`src/rtl/prng_rotation_stream_cipher_core_defines.svh`:
```
// ----------------------------------------------------------------------------
// prng rotation stream cipher assertion macros
// shared concurrent assertion wrappers, clocked and held off during reset
// ----------------------------------------------------------------------------
`ifndef PRNG_ROTATION_STREAM_CIPHER_CORE_DEFINES_SVH
`define PRNG_ROTATION_STREAM_CIPHER_CORE_DEFINES_SVH

// consequent checked in the same cycle as the antecedent
`define PRC_ASSERT_NOW(label, clk, rst_n, ante, cons) \
    label: assert property (@(posedge clk) disable iff (!(rst_n)) (ante) |-> (cons)) \
        else $error("prc assertion failed in the same cycle");

// consequent checked in the cycle after the antecedent
`define PRC_ASSERT_NEXT(label, clk, rst_n, ante, cons) \
    label: assert property (@(posedge clk) disable iff (!(rst_n)) (ante) |=> (cons)) \
        else $error("prc assertion failed one cycle later");

`endif

```
`src/rtl/prc_pkg.sv`:
```
// ----------------------------------------------------------------------------
// prc_pkg
// constants, types and the key generator step shared by the cipher modules
// ----------------------------------------------------------------------------
package prc_pkg;

    localparam int BYTE_W   = 8;
    localparam int KEY_W    = 17;
    localparam int SEED_W   = 16;
    localparam int CFG_IDX_W = 2;

    localparam logic [KEY_W-1:0] GEN_MULT  = 17'd75;
    localparam logic [KEY_W-1:0] GEN_MOD   = 17'd65537;
    localparam logic [KEY_W-1:0] KEY_RESET = 17'd75;   // one step from seed 1
    localparam logic [KEY_W-1:0] KEY_MAX   = 17'd65536;

    localparam logic [BYTE_W-1:0] PRINT_LOW  = 8'd32;
    localparam logic [BYTE_W-1:0] PRINT_HIGH = 8'd127;
    localparam logic [BYTE_W-1:0] PRINT_SPAN = 8'd96;

    // configuration register indexes
    localparam logic [CFG_IDX_W-1:0] CFG_IDX_SEED = 2'd0;
    localparam logic [CFG_IDX_W-1:0] CFG_IDX_MODE = 2'd1;

    typedef logic [BYTE_W-1:0] t_byte;
    typedef logic [KEY_W-1:0]  t_key;
    typedef logic [SEED_W-1:0] t_seed;

    // control from the top level to the key generator
    typedef struct packed {
        logic  load;      // restart from seed
        logic  advance;   // one step per accepted beat
        t_seed seed;
    } t_key_ctrl;

    // one generator step: key * 75 mod 65537 via low half minus high half
    function automatic t_key gen_step(input t_key k);
        logic [23:0] p;
        logic [15:0] lo;
        logic [7:0]  hi;
        t_key        res;
        p  = {7'b0, k} * {7'b0, GEN_MULT};
        lo = p[15:0];
        hi = p[23:16];
        if (lo >= {8'b0, hi}) begin
            res = {1'b0, lo - {8'b0, hi}};
        end else begin
            res = {1'b0, lo} + GEN_MOD - {9'b0, hi};
        end
        return res;
    endfunction

endpackage

```
`src/rtl/prc_in_if.sv`:
```
// ----------------------------------------------------------------------------
// prc_in_if
// input byte channel with valid/ready handshake
// ----------------------------------------------------------------------------
interface prc_in_if;
    import prc_pkg::*;

    logic  valid;
    logic  ready;
    t_byte data_byte;

    modport source (output valid, output data_byte, input ready);
    modport sink   (input valid, input data_byte, output ready);
endinterface

```
`src/rtl/prc_out_if.sv`:
```
// ----------------------------------------------------------------------------
// prc_out_if
// result byte channel with valid/ready handshake
// ----------------------------------------------------------------------------
interface prc_out_if;
    import prc_pkg::*;

    logic  valid;
    logic  ready;
    t_byte result_byte;

    modport source (output valid, output result_byte, input ready);
    modport sink   (input valid, input result_byte, output ready);
endinterface

```
`src/rtl/prc_keygen.sv`:
```
// ----------------------------------------------------------------------------
// prc_keygen
// key register with one shared generator step for seeding and advancing
// ----------------------------------------------------------------------------
module prc_keygen (
    input  logic               i_clk,
    input  logic               i_rst_n,
    input  prc_pkg::t_key_ctrl i_ctrl,
    output prc_pkg::t_key      o_key
);
    import prc_pkg::*;

    t_key r_key;
    t_key n_key;
    t_key step_in;

    // one multiplier, fed from the seed on a load
    assign step_in = i_ctrl.load ? {1'b0, i_ctrl.seed} : r_key;

    always_comb begin
        n_key = r_key;
        if (i_ctrl.load || i_ctrl.advance) begin
            n_key = gen_step(step_in);
        end
    end

    always_ff @(posedge i_clk) begin
        if (!i_rst_n) begin
            r_key <= KEY_RESET;
        end else begin
            r_key <= n_key;
        end
    end

    assign o_key = r_key;
endmodule

```
`src/rtl/prc_rotate.sv`:
```
// ----------------------------------------------------------------------------
// prc_rotate
// rotates a printable byte by key mod 96, other bytes pass through
// ----------------------------------------------------------------------------
module prc_rotate (
    input  prc_pkg::t_byte i_byte,
    input  prc_pkg::t_key  i_key,
    input  logic           i_decrypt,
    output prc_pkg::t_byte o_byte
);
    import prc_pkg::*;

    // 12-bit value mod 3: base-4 digits each weigh 1 mod 3
    function automatic logic [1:0] mod3_12(input logic [11:0] v);
        logic [4:0] s;
        logic [2:0] t;
        logic [2:0] r;
        s = 5'(v[1:0]) + 5'(v[3:2]) + 5'(v[5:4]) + 5'(v[7:6])
          + 5'(v[9:8]) + 5'(v[11:10]);
        t = 3'(s[1:0]) + 3'(s[3:2]) + 3'(s[4]);
        if (t >= 3'd6) begin
            r = t - 3'd6;
        end else if (t >= 3'd3) begin
            r = t - 3'd3;
        end else begin
            r = t;
        end
        return r[1:0];
    endfunction

    logic [6:0] shift;    // key mod 96 = (key/32 mod 3)*32 + key mod 32
    logic [6:0] pos;
    logic [7:0] sum;
    logic [7:0] wrapped;
    logic       printable;

    assign shift     = {mod3_12(i_key[16:5]), i_key[4:0]};
    assign printable = (i_byte >= PRINT_LOW) && (i_byte <= PRINT_HIGH);
    assign pos       = 7'(i_byte - PRINT_LOW);

    always_comb begin
        if (i_decrypt) begin
            sum = {1'b0, pos} + PRINT_SPAN - {1'b0, shift};
        end else begin
            sum = {1'b0, pos} + {1'b0, shift};
        end
        wrapped = (sum >= PRINT_SPAN) ? sum - PRINT_SPAN : sum;
    end

    assign o_byte = printable ? wrapped + PRINT_LOW : i_byte;
endmodule

```
`src/rtl/prng_rotation_stream_cipher_core.sv`:
```
// ----------------------------------------------------------------------------
// prng_rotation_stream_cipher_core
// byte stream cipher: printable codes rotated by a mod 65537 key generator
// ----------------------------------------------------------------------------
// usage
//   input channel i_in_ch carries one data_byte per beat, output channel
//   o_out_ch returns one result_byte per beat, in order, one for one
//   codes 32..127 are rotated within that range by key mod 96, forward when
//   decrypt_mode is 0 and backward when it is 1; all other bytes pass as is
//   the key steps once (key * 75 mod 65537) after every accepted beat
//   a beat accepted at one edge is offered on o_out_ch from the next cycle;
//   throughput one beat per cycle while the receiver is ready, set by the
//   single result register behind the generator step and the rotate logic
//   i_in_ch.ready is high whenever the result register is empty or is
//   being emptied, so a stalled receiver holds one result and then stops
//   the input side; nothing is dropped
//   configuration: i_cfg_we with i_cfg_idx 0 loads start_seed (the key
//   restarts one step after the seed; a seed of 0 is ignored), index 1
//   sets decrypt_mode; other indexes do nothing; write only while idle
//   reset (synchronous, active low): key 75 as for seed 1, encrypt mode,
//   output empty
// ----------------------------------------------------------------------------
`include "prng_rotation_stream_cipher_core_defines.svh"

module prng_rotation_stream_cipher_core (
    input  logic                         i_clk,
    input  logic                         i_rst_n,
    prc_in_if.sink                       i_in_ch,
    prc_out_if.source                    o_out_ch,
    input  logic                         i_cfg_we,
    input  logic [prc_pkg::CFG_IDX_W-1:0] i_cfg_idx,
    input  prc_pkg::t_seed               i_cfg_wdata
);
    import prc_pkg::*;

    logic      r_mode;
    logic      r_out_valid;
    t_byte     r_out_byte;
    logic      n_mode;

    logic      in_acc;
    logic      seed_wr;
    t_key      key;
    t_byte     rot_byte;
    t_key_ctrl key_ctrl;

    // input taken whenever the result slot is free or drains this cycle
    assign i_in_ch.ready = !r_out_valid || o_out_ch.ready;
    assign in_acc        = i_in_ch.valid && i_in_ch.ready;

    // register decode
    always_comb begin
        seed_wr = 1'b0;
        n_mode  = r_mode;
        if (i_cfg_we) begin
            unique case (i_cfg_idx)
                CFG_IDX_SEED: seed_wr = (i_cfg_wdata != '0);
                CFG_IDX_MODE: n_mode  = i_cfg_wdata[0];
                default:      seed_wr = 1'b0;
            endcase
        end
    end

    assign key_ctrl = '{load: seed_wr, advance: in_acc, seed: i_cfg_wdata};

    prc_keygen u_keygen (
        .i_clk   (i_clk),
        .i_rst_n (i_rst_n),
        .i_ctrl  (key_ctrl),
        .o_key   (key)
    );

    prc_rotate u_rotate (
        .i_byte    (i_in_ch.data_byte),
        .i_key     (key),
        .i_decrypt (r_mode),
        .o_byte    (rot_byte)
    );

    // result register
    always_ff @(posedge i_clk) begin
        if (!i_rst_n) begin
            r_mode      <= 1'b0;
            r_out_valid <= 1'b0;
        end else begin
            r_mode <= n_mode;
            if (in_acc) begin
                r_out_valid <= 1'b1;
            end else if (o_out_ch.ready) begin
                r_out_valid <= 1'b0;
            end
        end
    end

    always_ff @(posedge i_clk) begin
        if (in_acc) begin
            r_out_byte <= rot_byte;
        end
    end

    assign o_out_ch.valid       = r_out_valid;
    assign o_out_ch.result_byte = r_out_byte;

    // checks
    `PRC_ASSERT_NOW(a_ready_when_empty, i_clk, i_rst_n, !r_out_valid, i_in_ch.ready)
    `PRC_ASSERT_NEXT(a_accept_fills, i_clk, i_rst_n, in_acc, r_out_valid)
    `PRC_ASSERT_NOW(a_key_in_range, i_clk, i_rst_n, 1'b1, (key != '0) && (key <= KEY_MAX))
    `PRC_ASSERT_NEXT(a_passthrough, i_clk, i_rst_n, in_acc && ((i_in_ch.data_byte < PRINT_LOW) || (i_in_ch.data_byte > PRINT_HIGH)), r_out_byte == $past(i_in_ch.data_byte))
endmodule

```
`src/flat_wrapper.sv`:
```
// flat-port wrapper written by rule: the top's interface ports become plain ports
module prng_rotation_stream_cipher_core_flat import prc_pkg::*;
  (i_clk, i_rst_n, i_cfg_we, i_cfg_idx, i_cfg_wdata, i_in_ch_valid, i_in_ch_data_byte, i_in_ch_ready, o_out_ch_valid, o_out_ch_result_byte, o_out_ch_ready);
  prc_in_if i_in_ch_i ();
  prc_out_if o_out_ch_i ();
  input  logic i_clk;
  input  logic i_rst_n;
  input  logic i_cfg_we;
  input  logic [prc_pkg::CFG_IDX_W-1:0] i_cfg_idx;
  input  prc_pkg::t_seed i_cfg_wdata;
  input wire logic [$bits(i_in_ch_i.valid)-1:0] i_in_ch_valid;
  input wire logic [$bits(i_in_ch_i.data_byte)-1:0] i_in_ch_data_byte;
  output wire logic [$bits(i_in_ch_i.ready)-1:0] i_in_ch_ready;
  output wire logic [$bits(o_out_ch_i.valid)-1:0] o_out_ch_valid;
  output wire logic [$bits(o_out_ch_i.result_byte)-1:0] o_out_ch_result_byte;
  input wire logic [$bits(o_out_ch_i.ready)-1:0] o_out_ch_ready;
  assign i_in_ch_i.valid = i_in_ch_valid;
  assign i_in_ch_i.data_byte = i_in_ch_data_byte;
  assign i_in_ch_ready = i_in_ch_i.ready;
  assign o_out_ch_valid = o_out_ch_i.valid;
  assign o_out_ch_result_byte = o_out_ch_i.result_byte;
  assign o_out_ch_i.ready = o_out_ch_ready;
  prng_rotation_stream_cipher_core u_core (.i_clk(i_clk), .i_rst_n(i_rst_n), .i_in_ch(i_in_ch_i), .o_out_ch(o_out_ch_i), .i_cfg_we(i_cfg_we), .i_cfg_idx(i_cfg_idx), .i_cfg_wdata(i_cfg_wdata));
endmodule
```
`config.mk`:
```
export PLATFORM = sky130hd
export DESIGN_NAME = prng_rotation_stream_cipher_core_flat
export DESIGN_NICKNAME = d
export VERILOG_FILES = /design/src/rtl/prc_pkg.sv /design/src/rtl/prc_in_if.sv /design/src/rtl/prc_out_if.sv /design/src/rtl/prc_keygen.sv /design/src/rtl/prc_rotate.sv /design/src/rtl/prng_rotation_stream_cipher_core.sv /design/src/flat_wrapper.sv
export VERILOG_INCLUDE_DIRS = /design/src /design/src/rtl
export SDC_FILE = /design/constraint.sdc
export NUM_CORES = 1
export LEC_CHECK = 0
export ABC_AREA = 1
export BUFFER_PORTS_ARGS = -buffer_cell sky130_fd_sc_hd__buf_4
export CAP_MARGIN = 20
export CORE_MARGIN = 1
export CORE_UTILIZATION = 65
export DETAILED_ROUTE_END_ITERATION = 10
export PLACE_DENSITY_LB_ADDON = 0.25
export REMOVE_ABC_BUFFERS = 1
export SYNTH_ARGS = -nofsm -noshare
export SYNTH_HDL_FRONTEND = slang
export SYNTH_SLANG_ARGS = --single-unit
```
`constraint.sdc`:
```
create_clock -name i_clk -period 17.4 [get_ports i_clk]
set_input_delay 0.87 -clock i_clk [delete_from_list [all_inputs] [get_ports i_clk]]
set_output_delay 0.87 -clock i_clk [all_outputs]
set_load 0.05 [all_outputs]
```
==> impl_results.md, run 1 <==
* Status: finished clean
* Die Width at between 100 and 150 um
* Worst-path maximum fanout at 23
* Post-synthesis register bit count at 27
* Slew @ Worst Pin at between 0.9 and 1 ns
* Period minus WS final at 8.36 ns
* Die height at about 100 um
* Crit end category: register
* Average wire per standard cell at 15.4 um
* Commonest non-fill, non-tap cells in the layout: nand2_1, inv_1, ha_1, nand3_1, a21oi_1
* Critical path class: input port to register
* Max transition margin at between 30% and 40%
* CTS Buf Count at 3
* Non-Filler Instances at 1,126
* Clk_lat worst skew at between 0.2 and 0.3 ns
* Grt ovf at 0
* Yosys warnings at 0
* Clock slew at reported path FFs at between 0.1 and 0.15 ns
* 1st-iter DRT viols at about 540
* Final cycle utilization of the critical path at around half
* Post-Place Cells at around 1.1k
* Unrepaired setup endpoints after global routing: false
* Largest net degree at the start of global routing at 24
* Antenna Cells at 0
* Maximum root-to-sink buffer count at 2
* R2R cell count at 35
* First-pass DRT Iterations at 6
* Max cap viols at 0
* Cts repair resizes at 0
* RR Startpoint: u_core.u_keygen.o_key[7]
* DP Area at about 7000 sq um
* Setup bufs post-CTS at 0
* DR vias/cell at between 5 and 6
* Vias at 6,352
* Wirelength, routed at around 17,000 um
* CP peak stage delay at between 0.7 and 0.8 ns
* CORE AREA at slightly below 10,000 sq um
* Die ar. at 10,600 sq um
* Max Freq at approximately 120 MHz
* Post-route DRC at 0
* IO buf count at 40
* Clock skew at 0.0105 ns
* Cell mode on critical path: inv_1
* Hold_sp: u_core.u_keygen.o_key[16]
* Vias in the first global route at 5,811
* Setup violators final at 0
* CP Data Arrival Time at about 8.6 ns
* Layout area overhead at 6.90%
* Worst Setup Start Kind: input port
* Layout fillers at 842
* Routability cong. at 0.970
* Final hold violations at 0
* Worst Path Required at approximately 18 ns
* Slew Limit Fails at 0
* Netlist cell types at between 40 and 50
* Critical path startpoint: i_cfg_wdata[15]
* Avg Cell Area, Syn at between 6 and 7 sq um
* # nets final at ~1.2k
* First-pass GRT wire length at approximately 28,000 um
* Starting Density at a little under 70%
* Synthesized instance count at 960
* Commonest non-fill, non-tap cell in the layout: nand2_1
* Design area at roughly 7000 sq um
* Register area share after synthesis at under 10%
* Antenna violations before repair at 0
* Boundary Pins at 41
* Worst min path class: register to register
* Detail Placement HPWL at approximately 15,000 um
* Hold_buf cts at 0
* TritonCTS Sinks at 27
* Fin Setup TNS at 0 ns
* Gr usage total at 34.0%
* WHS Path Cells at 2
* CTS H-tree lvls at 1
* CTS tree: done
* Clock root buffer: clkbuf_8
* Share of cells above drive strength 1 at under 10%
* Slowest CP cell: o21ai_0
* Mapped Area at around 6600 sq um
* Rows at 36
* Final ANT Viol Nets at 0
==> per-stage QoR <==
step	worst slack, ns	hold WS (ns)	utilization [%]
floorplan	10.22	0.445	-
global placement	8.97	0.454	71.5
detailed placement	8.93	0.472	71.5
CTS	9.18	0.488	72.1
global route	8.48	0.535	72.1
finish	9.04	0.490	72.1
==> flip-flops by register name (all words and copies together), names as in the netlist <==
name                         count
u_core.o_out_ch.valid            1
u_core.o_out_ch.result_byte      8
u_core.r_mode                    1
u_core.u_keygen.o_key           17
==> synth_stat cells, drive strengths merged <==
master	n	area, sq um
edfxtp	8	240
nand4	11	68.8
a211oi	1	7.51
buf	6	41.3
clkbuf	5	18.8
nor3	5	30.0
o21a	5	38.8
o21ai	59	314
ha	124	1550
fa	43	861
xnor2	11	96.3
xor2	21	191
nor4	3	18.8
dfxtp	19	380
a21boi	6	56.3
a211o	1	8.76
or2	3	18.8
nand3b	3	22.5
nor3b	1	7.51
nand2	213	815
o21bai	4	30.0
nand3	72	375
a31oi	5	31.3
nor2	51	191
o211ai	13	97.6
clkinv	1	3.75
a21o	3	22.5
o211a	1	10.0
inv	196	736
a21oi	66	334
==> final timing paths <==
| path | slack [ns] | end |
|---|---|---|
| worst min register to register | 0.49 | u_core.u_keygen.o_key[16] |
| worst max register to register | 10.32 | u_core.o_out_ch.result_byte[7] |
| worst min-delay path | 0.49 | u_core.u_keygen.o_key[16] |
| worst max-delay path | 9.04 | u_core.u_keygen.o_key[15] |
==> cells by family (layout without fill, tap and decap cells) <==
group                    count (synthesis)  count (layout)  synth area share, %
AO/OA/AOI/OAI                          164             164                 14.4
XOR/XNOR                                32              32                 4.35
adder cells (fa/ha/maj)                167             167                 36.4
buffers and inverters                  208             241                 12.1
flip-flops                              27              27                 9.38
AND/OR/NAND/NOR                        362             362                 23.4
==> cell type report <==
cell class | instances | area, sq um | area share (%)
Clock buffer | 3 | 41.3 | 0.584
Timing Repair Buffer | 40 | 300 | 4.24
Tap cell | 133 | 166 | 2.35
Multi-Input combinational cell | 725 | 5200 | 73.5
Sequential cell | 27 | 621 | 8.77
Clock inverter | 1 | 8.76 | 0.124
Inverter | 197 | 739 | 10.5
==> routing by layer <==
| metal | vias up | wire length [um] | track usage (%) | part of all wire, % |
|---|---|---|---|---|
| met5 | - | 0 | 0 | 0 |
| met4 | 0 | 253 | 5.53 | 1.5 |
| met3 | 21 | 1190 | 2.51 | 6.9 |
| met2 | 248 | 7980 | 57.5 | 46 |
| met1 | 2917 | 7910 | 48.4 | 46 |
| li1 | 3166 | - | - | - |
==> critical path: cells and delay by family <==
family	cells	cell delay [ns]
buffers and inverters	8	0.94
AOI/OAI and AO/OA	5	1.42
and+or+nand+nor	14	2.20
adders and majority gates	8	2.97
xor gates and xnor gates	1	0.18
Power of run 1 is left out: the tool's default activity adds up to more than one toggle a clock period on the data nets, which glitch-free logic cannot reach.
==> run 2, diff against run 1 <==
CORE_UTILIZATION = 58   (was 65)
clock period = 7.4 ns   (was 17.4 ns; I/O delays follow)
==> run 2 against run 1 <==
  * Final cell count rose by 2.0%
  * Register-to-register slack got worse by 9.8 ns
  * First-iteration DRC count fell by 3.5%
  * Highest routed layer unchanged
  * Largest cell class unchanged
  * Flip-flop and latch count did not move
==> impl_results.md, run 2 (synthesis gave the netlist of run 1 again) <==
* CTS H-tree lvls at 1
* Grt ovf at 0
* CP delay by family, top: adder cells
* CORE AREA at 11,000 sq um
* Critical path class: register to register
* DR vias/cell at 5.49
* 1st-iter DRT viols at approximately 530
* Crit end category: register
* Detail Placement HPWL at around 14,000 um
* Maximum root-to-sink buffer count at 2
* Antenna violations before repair at 0
* Post-route DRC at 0
* DRT met1 WL at approximately 7800 um
* Routability cong. at 0.953
* Slowest CP cell: fa_1
* # nets final at ~1.2k
* Die Width at about 110 um
* Clk_lat worst skew at between 0.2 and 0.3 ns
* Setup violators final at 0
* Rows at 38
* Slew @ Worst Pin at ~0.73 ns
* First-pass GRT wire length at ~27,000 um
* Clock root buffer: clkbuf_16
* Unrepaired setup endpoints after global routing: false
* Clock skew at between 0.003 and 0.004 ns
* Commonest non-fill, non-tap cell in the layout: nand2_1
* Max transition margin at slightly above 50%
* Antenna Cells at 0
* First-pass DRT Iterations at 5
* Max Used Layer: met4
* CP peak stage delay at around 0.50 ns
* CTS tree: done
* Worst Setup Start Kind: register
* Max reg flops at 17
* Area of the multi-input gates at 5220 sq um
* Max Freq at ~150 MHz
* Period minus WS final at about 6.9 ns
* Largest net degree at the start of global routing at 23
* Boundary Pins at 41
* TritonCTS Sinks at 27
* Gr usage total at 29.7%
* Die ar. at 11,800 sq um
* Die height at around 110 um
* Worst R2R Setup Slack at slightly above 0.5 ns
* Worst-path maximum fanout at 6
* Clock slew at reported path FFs at 0.08 ns
* Metal2 WL at between 7000 and 8000 um
* Vias at roughly 6.3k
* IO buf count at 40
* CP bufs+invs at 7
* Worst Path Required at 7.43 ns
* Layout area overhead at 9.55%
* Max cap viols at 0
* Starting Density at 60.3%
* Final ANT Viol Nets at 0
* Average wire per standard cell at ~15 um
* Fin Setup TNS at 0 ns
* Met3 Routed Length at between 1000 and 1500 um
* CTS Buf Count at 3
* DP Area at 7140 sq um
* Wirelength, routed at between 15,000 and 20,000 um
* Commonest non-fill, non-tap cells in the layout: nand2_1, inv_1, ha_1, nand3_1, a21oi_1
* Final cycle utilization of the critical path at between 90 and 100%
* Design area at between 7000 and 8000 sq um
* Slew Limit Fails at 0
* Layout Utilization at about 66%
* Worst min path class: input port to register
* Reg area at between 600 and 700 sq um
* Layout fillers at ~1,000
* Share of cells above drive strength 1 at under 10%
* Status: finished clean
* Vias in the first global route at a little under 6k
* CP Data Arrival Time at roughly 7 ns
* Final hold violations at 0
run 2: final cells by class:
cell class	count	area share [%]
Inverter	197	10.2
Sequential cell	27	8.58
Clock buffer	3	1.04
Clock inverter	1	0.121
Tap cell	140	2.42
Multi-Input combinational cell	725	72.0
Timing Repair Buffer	55	5.69
run 2: path summary, 6_finish.rpt:
path | startpoint | end | depth (start not counted)
worst max register to register | u_core.u_keygen.o_key[5] | u_core.o_out_ch.result_byte[7] | 35
worst min-delay path | i_in_ch_data_byte[7] | u_core.o_out_ch.result_byte[7] | 3
worst min register to register | u_core.u_keygen.o_key[16] | u_core.u_keygen.o_key[16] | 2
worst max-delay path | u_core.u_keygen.o_key[5] | u_core.o_out_ch.result_byte[7] | 35
run 2: worst reg2reg max path, delay by kind of cell (launching register included):
| family | cells | cell delay (ns) |
|---|---|---|
| and+or+nand+nor | 11 | 0.79 |
| buffers and inverters | 7 | 0.38 |
| AOI/OAI and AO/OA | 4 | 0.66 |
| xor gates and xnor gates | 1 | 0.14 |
| DFF | 1 | 0.41 |
| adders and majority gates | 12 | 4.25 |
run 2: routing by layer:
layer / global-route usage, % / vias up
li1: - / 3210
met3: 3.65 / 25
met1: 41.7 / 2865
met2: 48.6 / 202
met5: 0 / -
met4: 6.56 / 0
run 2: timing repair:
action,4_1_cts,5_1_grt
resized for setup,0,5
buffers inserted,0,1
hold buffers,0,0
endpoints found under the setup margin,0,8
run 2: stage by stage:
step	cells	setup WS, ns	hold slack (ns)
floorplan	949	0.725	0.445
global placement	1143	0.120	0.456
detailed placement	1143	0.160	0.462
CTS	1147	0.385	0.377
global route	1148	0.0213	0.405
finish	1148	0.517	0.375
Power of run 2 is left out for the same reason.
